**src/sv/alist_pkg.sv**
```systemverilog
// Package: shared types and codes for the array list engine.
package alist_pkg;

    localparam int unsigned VAL_W = 32;
    localparam int unsigned FUNC_W = 3;
    localparam int unsigned CNT_W = 7;
    localparam int unsigned STAT_W = 2;

    typedef enum logic [FUNC_W-1:0] {
        FN_PUSH_BACK  = 3'd0,
        FN_POP_BACK   = 3'd1,
        FN_PUSH_FRONT = 3'd2,
        FN_POP_FRONT  = 3'd3,
        FN_DEL_MIN    = 3'd4
    } t_func;

    typedef enum logic [STAT_W-1:0] {
        STAT_DONE  = 2'd0,
        STAT_FULL  = 2'd1,
        STAT_EMPTY = 2'd2
    } t_status;

    typedef enum logic [1:0] {
        CELL_HOLD,
        CELL_LOAD_AT,
        CELL_SHIFT_UP,
        CELL_SHIFT_DOWN
    } t_cell_op;

    typedef enum logic {
        ST_IDLE,
        ST_SCAN
    } t_state;

    typedef struct packed {
        logic [FUNC_W-1:0]       func;
        logic signed [VAL_W-1:0] value;
    } t_in;

    typedef struct packed {
        logic signed [VAL_W-1:0] min_value;
        logic [CNT_W-1:0]        count;
        logic [STAT_W-1:0]       status;
    } t_out;

endpackage

```
**src/sv/alist_cell.sv**
```systemverilog
// One list slot: holds an entry, shifts with its neighbors, relays the min-scan token.
module alist_cell
    import alist_pkg::*;
#(
    parameter int unsigned IDX_W = 6,
    parameter int unsigned FILL_W = 7,
    parameter int unsigned INDEX = 0
) (
    input  logic                    i_clk,
    input  logic                    i_rst_n,
    input  t_cell_op                i_op,
    input  logic [IDX_W-1:0]        i_idx,
    input  logic signed [VAL_W-1:0] i_data,
    input  logic signed [VAL_W-1:0] i_prev,
    input  logic signed [VAL_W-1:0] i_next,
    input  logic [FILL_W-1:0]       i_fill,
    input  logic                    i_tok_valid,
    input  logic signed [VAL_W-1:0] i_tok_best,
    input  logic [IDX_W-1:0]        i_tok_pos,
    input  logic signed [VAL_W-1:0] i_tok_last,
    output logic signed [VAL_W-1:0] o_val,
    output logic                    o_tok_valid,
    output logic signed [VAL_W-1:0] o_tok_best,
    output logic [IDX_W-1:0]        o_tok_pos,
    output logic signed [VAL_W-1:0] o_tok_last
);

    logic signed [VAL_W-1:0] r_val;
    logic                    r_tok_valid;
    logic signed [VAL_W-1:0] r_tok_best;
    logic [IDX_W-1:0]        r_tok_pos;
    logic signed [VAL_W-1:0] r_tok_last;
    logic                    w_in_range;
    logic                    w_take;
    logic                    w_is_last;

    assign w_in_range = FILL_W'(INDEX) < i_fill;
    assign w_take     = w_in_range && ((INDEX == 0) || (r_val < i_tok_best));
    assign w_is_last  = FILL_W'(INDEX) == (i_fill - FILL_W'(1));

    always_ff @(posedge i_clk) begin
        case (i_op)
            CELL_LOAD_AT: begin
                if (i_idx == IDX_W'(INDEX)) begin
                    r_val <= i_data;
                end
            end
            CELL_SHIFT_UP:   r_val <= i_prev;
            CELL_SHIFT_DOWN: r_val <= i_next;
            default:         r_val <= r_val;
        endcase
    end

    always_ff @(posedge i_clk) begin
        if (!i_rst_n) begin
            r_tok_valid <= 1'b0;
        end else begin
            r_tok_valid <= i_tok_valid;
        end
    end

    always_ff @(posedge i_clk) begin
        if (i_tok_valid) begin
            r_tok_best <= w_take ? r_val : i_tok_best;
            r_tok_pos  <= w_take ? IDX_W'(INDEX) : i_tok_pos;
            r_tok_last <= w_is_last ? r_val : i_tok_last;
        end
    end

    assign o_val       = r_val;
    assign o_tok_valid = r_tok_valid;
    assign o_tok_best  = r_tok_best;
    assign o_tok_pos   = r_tok_pos;
    assign o_tok_last  = r_tok_last;

endmodule

```
**config.mk**
```make
export PLATFORM = sky130hd
export DESIGN_NAME = alist_cell
export DESIGN_NICKNAME = d
export VERILOG_FILES = /design/src/sv/alist_pkg.sv /design/src/sv/alist_cell.sv
export SDC_FILE = /design/constraint.sdc
export NUM_CORES = 1
export LEC_CHECK = 0
export BUFFER_PORTS_ARGS = -buffer_cell sky130_fd_sc_hd__buf_2
export CAP_MARGIN = 15
export CORE_AREA = 2 2 110 112
export CTS_CLUSTER_SIZE = 40
export DETAILED_ROUTE_END_ITERATION = 16
export DIE_AREA = 0 0 112 114
export PLACE_DENSITY = 0.77
export RECOVER_POWER = 25
export SYNTH_ARGS = -nofsm -noshare
export SYNTH_HDL_FRONTEND = slang
export SYNTH_SLANG_ARGS = --single-unit
```
**constraint.sdc**
```tcl
create_clock -name i_clk -period 5.7 [get_ports i_clk]
set_input_delay 1.14 -clock i_clk [delete_from_list [all_inputs] [get_ports i_clk]]
set_output_delay 1.14 -clock i_clk [all_outputs]
set_load 0.02 [all_outputs]
```
==> results.md, run 1 <==
* Status: complete, but fails checks
* Failing checks: max-capacitance violations, max-slew violations
* Max-Cap Viols at 1
* CTS root buf: clkbuf_16
* Drt first-iter violations at 125
* Clock sink total at 103
* Share of layout cells above drive strength 1 at 56.28%
* Boundary pin count at 287
* Slowest CP cell: nor4_1
* Placement Setup Slack at 2425 ps
* Post-route ant nets at 0
* Via count at 3,557
* Slew Limit Fails at 33
* Final setup fails at 0
* Worst path top cell family by delay: simple AND/OR/NAND/NOR gates
* Initial antenna violation count at 0
* Post-synth net total at 479
* Largest net degree at the start of global routing at 66
* Die Footprint at 12,770 um^2
* Width of the chip at 112 um
* WP data required at 5780 ps
* WL/cell at 17.28 um
* Initial Utilization at 40.61%
* Synthesized area per cell at 16.12 um^2
* CTS tree: built
* Critical Path Start Type: primary input
* Worst stage delay on the critical path at 1140 ps
* Design area at 6476 um^2
* Core box area at 11,710 um^2
* Placed Cells incl. Taps at 712
* Worst-Skew Late Latency at 340 ps
* Critical Path Fanout Max at 32
* Routability cong. at 0.9426
* RSZ-0062 raised after global routing: no
* Crit Path Category: in2reg
* Diode count at 0
* DRC viols at 0
* Row count at 40
* Crit path time final at 3713 ps
* Non-filler cells, final at 728
* Most frequent cells in the layout: buf_2, edfxtp_1, clkbuf_1
* Leak at 2.948 nW
* Max frequency at 269.3 MHz
* Post-CTS setup buffers at 0
* Synth top area share at 64.40%
* Synthesized flop and latch total at 103
* Cell taking the most area after synthesis: edfxtp_1
* First-pass GRT wire length at 18.20 mm
* Syn Std Cell Area at 4756 um^2
* Drt first pass iters at 4
* Tcrit/Tclk final at 65.14%
* CP Data Arrival Time at 3800 ps
* Slew HR at -25.59%
* Final core occ at 55.30%
* Ys Warns at 0
* Post-DP Area at 6266 um^2
* Layout Skew at 8.116 ps
* Post-synth cell types at 20
* Vias/cell at 4.886
* Die Span Y at 114 um
* Tightest Pin Transition at 1884 ps
* Most common cell after layout, fill and taps aside: buf_2
* Cell Chain, Critical Path: buf_2 > nor4_1 > nand3_4 > mux2_4
* Hold buffers post-CTS at 0
* Port Buffers at 286
* Total wire length at 12.58 mm
* Worst min path class: reg2reg
* Cell count after synthesis at 295
* Grt ovf at 0
* Area contributors post-synth: edfxtp_1, mux2_4, mux2_2, mux2i_1, a21oi_1
* Detailed placer's ending HPWL at 9.241 mm
* Worst IR Drop VDD at 139.7 uV
* Syn-to-layout area delta at 36.17%
* Crit. End Element: flop
* Final worst slack at 1987 ps
* Fin. Hold Viols at 0
* Vias in the first global route at 3,588
* Total track usage at 18.55%
* Nets at 760
* Buf/Inv on CP at 1
* Seq/Total Area, Yosys at 64.83%
* Clock buffer count from CTS at 9
* Htree depth at 3
* Post_cts resized at 0
* Total negative slack at 0 ps
* Max Buffers Root-to-Sink at 2
* Clk pin slew, worst setup/hold paths at 70 ps
* Pwr Density at 278.7 nW/um^2
## flip-flops by register name, indices dropped and copies added (netlist names)
register and count:
o_tok_pos 6, o_tok_last 32, o_val 32, o_tok_best 32
o_tok_valid 1
## area by class of cell
cell class | count | area (um^2)
tap | 147 | 183.9
timing repair buffer | 287 | 1388
fill | 1005 | 5235
clock inverter | 5 | 33.78
sequential | 103 | 3083
clock buffer | 11 | 242.7
multi-input combinational | 175 | 1545
## worst paths after layout
path	from	endpoint	slack, ps	cells past startpoint
worst max register to register	o_val[5]$_DFFE_PP_	o_tok_best[5]$_DFFE_PP_	4710	1
worst min-delay path	o_val[1]$_DFFE_PP_	o_tok_last[1]$_DFFE_PP_	610	1
worst min register to register	o_val[1]$_DFFE_PP_	o_tok_last[1]$_DFFE_PP_	610	1
worst max-delay path	i_fill[6]	o_tok_last[27]$_DFFE_PP_	1990	4
## cell families after synthesis
group / after synthesis / synth area share, %
buffers and inverters: 17 / 2.368
AO/OA/AOI/OAI: 33 / 3.552
multiplexers: 96 / 24.26
AND/OR/NAND/NOR: 46 / 4.999
flip-flops: 103 / 64.83
## cell usage after synthesis
cell type and n:
and2_1 1, mux2_1 2, dfxtp_1 1, mux2_4 30, buf_1 2, nand2_4 1
nor4_1 1, mux2i_1 32, buf_6 6, nand3_4 1, nor4_4 1, clkbuf_1 6
nor2_1 34, nor3_2 1, buf_2 3, edfxtp_1 102, a21oi_1 32, a31o_2 1
and3_1 6, mux2_2 32
## layer usage
metal | GRT usage, % | share of wire (%) | vias up
met5 | 0 | 0 | -
li1 | - | - | 1686
met4 | 7.480 | 1.8 | 0
met2 | 33.74 | 52 | 192
met1 | 21.47 | 39 | 1658
met3 | 3.879 | 7.1 | 21
## through the flow
stage	hold slack (ps)	total power, mW
3_5_place_dp	601.5	1.250
2_1_floorplan	716.4	1.100
6_report	613.4	1.805
5_1_grt	630.7	1.872
3_3_place_gp	586.6	1.239
4_1_cts	620.2	1.824
## power by group
part	internal [mW]	switching (mW)
combinational	0.127	0.166
sequential	0.904	0.0288
clock	0.308	0.271
total	1.34	0.466
(Power assumes the default switching activity.)
==> run 2: changes to the inputs <==
--- a/config.mk
+++ b/config.mk
@@ -5,13 +5,13 @@
 export SDC_FILE = /design/constraint.sdc
 export NUM_CORES = 1
 export LEC_CHECK = 0
+export ABC_AREA = 1
 export BUFFER_PORTS_ARGS = -buffer_cell sky130_fd_sc_hd__buf_2
 export CAP_MARGIN = 15
-export CORE_AREA = 2 2 110 112
+export CORE_UTILIZATION = 39
 export CTS_CLUSTER_SIZE = 40
 export DETAILED_ROUTE_END_ITERATION = 16
-export DIE_AREA = 0 0 112 114
-export PLACE_DENSITY = 0.77
+export PLACE_DENSITY = 0.76
 export RECOVER_POWER = 25
 export SYNTH_ARGS = -nofsm -noshare
 export SYNTH_HDL_FRONTEND = slang
==> constraint.sdc (replaced) <==
create_clock -name i_clk -period 3.1 [get_ports i_clk]
set_input_delay 0.62 -clock i_clk [delete_from_list [all_inputs] [get_ports i_clk]]
set_output_delay 0.62 -clock i_clk [all_outputs]
set_load 0.02 [all_outputs]
==> run 2 against run 1 <==
Sequential share of layout area decreased by 0.74 points. The run now ends clean. Worst hold slack got worse by 150 ps. Final cell count increased by 27%. Clock-buffer cell count decreased by 1. Power increased by 84%. Clock power increased by 82%. Non-clock buffer count increased by 11. Largest power group unchanged. Final area increased by 1.6%. Core utilization decreased by 0.53 points.
==> results.md, run 2 <==
* Status: complete, no violations
* Nets at 958
* Critical Path Fanout Max at 27
* Width of the chip at 112.8 um
* Crit path time final at 2264 ps
* Max Buffers Root-to-Sink at 2
* Detailed placer's ending HPWL at 10.92 mm
* Cell taking the most area after synthesis: edfxtp_1
* Synth top area share at 63.95%
* Cell count after synthesis at 498
* Cell Chain, Critical Path: clkbuf_1 > clkbuf_2
* Crit Path Category: in2reg
* Leak at 3.162 nW
* Filler Cell Count at 1,124
* Row count at 40
* Total track usage at 23.66%
* Max frequency at 441.7 MHz
* CTS tree: built
* Share of layout cells above drive strength 1 at 36.97%
* Drt first pass iters at 5
* Ys Warns at 0
* Routability cong. at 0.7713
* Die Footprint at 12,730 um^2
* Final setup fails at 0
* Slew Limit Fails at 0
* Total power at 3.330 mW
* Total negative slack at 0 ps
* Worst min path class: in2reg
* Core box area at 12,010 um^2
* Port Buffers at 286
* Via count at 4,703
* Post-synth cell types at 17
* Total wire length at 15.17 mm
* Vias/cell at 5.079
* Seq/Total Area, Yosys at 64.37%
* CTS root buf: clkbuf_16
* Most frequent cells in the layout: buf_2, nand2_1, nand3_1
* CP Data Arrival Time at 2230 ps
* Boundary pin count at 287
* Worst stage delay on the critical path at 860 ps
* Post_cts resized at 0
* Syn-to-layout area delta at 37.36%
* Initial Utilization at 39.88%
* Synthesized flop and latch total at 103
* RSZ-0062 raised after global routing: no
* Htree depth at 3
* Worst-Skew Late Latency at 340 ps
* Worst IR Drop VDD at 332.1 uV
* Most common cell after layout, fill and taps aside: buf_2
* Post-CTS setup buffers at 0
* Worst path top cell family by delay: buffers and inverters
* Syn Std Cell Area at 4790 um^2
* Hold buffers post-CTS at 0
* Asr flop ratio synth at 0%
* Clock sink total at 103
* Post-synth net total at 682
* Max-Cap Viols at 0
* Slew HR at 19.40%
* Synthesized area per cell at 9.618 um^2
* Die Span Y at 112.8 um
* DRC viols at 0
* Slowest CP cell: clkbuf_1
* Pwr Density at 506.2 nW/um^2
* Number of flops mapped to enable cells by yosys at 102
* Clk pin slew, worst setup/hold paths at 70 ps
* Initial antenna violation count at 0
* WP data required at 3070 ps
* Post-route ant nets at 0
* Area contributors post-synth: edfxtp_1, nand2_1, nand3_1, buf_2, clkbuf_1
* Vias in the first global route at 4,369
* Drt first-iter violations at 376
* Layout Skew at 7.000 ps
* Critical Path Start Type: primary input
* First-pass GRT wire length at 22.49 mm
* Ys flop type: edfxtp_1
* Grt ovf at 0
* Fin. Hold Viols at 0
* Crit. End Element: flop
* Diode count at 0
* Buf/Inv on CP at 2
* Cell with the most instances after synthesis: nand2_1
* Tightest Pin Transition at 1209 ps
* Largest net degree at the start of global routing at 39
* WL/cell at 16.38 um
* Clock buffer count from CTS at 9
* Tcrit/Tclk final at 73.04%
* Most frequent cells after synthesis: nand2_1, nand3_1, edfxtp_1
-- run 2: worst paths after layout --
check                       from                       end  slack, ps  cells after the start
max                  i_tok_valid  o_tok_best[10]$_DFFE_PP_        840                      2
min                      i_rst_n    o_tok_valid$_SDFF_PN0_        470                      3
min reg2reg  o_val[11]$_DFFE_PP_  o_tok_best[11]$_DFFE_PP_        590                      2
max reg2reg  o_val[23]$_DFFE_PP_  o_tok_best[23]$_DFFE_PP_       2200                      2
-- run 2: kinds of logic (layout without fill, tap and decap cells) --
logic type | Yosys count | after routing | synth area share, %
DFF | 103 | 103 | 64.37
and+or+nand+nor | 346 | 346 | 30.96
AOI/OAI and AO/OA | 1 | 1 | 0.1044
buffers and inverters | 48 | 329 | 4.571
-- run 2: area by class of cell --
| class | count | area, um^2 | share of cell area (%) |
|---|---|---|---|
| sequential | 103 | 3083 | 46.86 |
| inverter | 15 | 56.30 | 0.8558 |
| multi-input combinational | 347 | 1500 | 22.80 |
| tap | 147 | 183.9 | 2.796 |
| clock inverter | 6 | 47.55 | 0.7227 |
| timing repair buffer | 298 | 1479 | 22.48 |
| clock buffer | 10 | 229.0 | 3.480 |
-- run 2: metrics by stage --
stage               cell area, um^2  hold slack (ps)  util, %  worst slack, ps  cells
finish                         6579            465.1    54.77            835.8    926
global route                   6579            463.7    54.77            733.8    926
CTS                            6621            450.6    55.13             1313    926
detailed placement             6345            565.6    52.82            946.3    910
global placement               6345            561.4    52.82            976.9    910
floorplan                      4790            675.1        -            760.7    498
-- run 2: power by group --
part	internal, mW	switching [mW]	total [mW]
Combinational	0.200	0.357	0.557
Sequential	1.66	0.0590	1.72
Clock	0.549	0.500	1.05
Total	2.41	0.915	3.33
-- run 2: layer usage --
metal,share of wire (%),vias to the layer above,wire [um],global-route usage (%)
met2,52,278,7882,42.43
met5,0,-,0,0
met1,39,2160,5847,27.98
met3,8.1,20,1230,4.553
met4,1.4,0,205,9.244
li1,-,2245,-,-
-- run 2: worst min-delay path: stages --
cell and delay, ps:
buf_2 70, nand2_1 40, inv_1 40
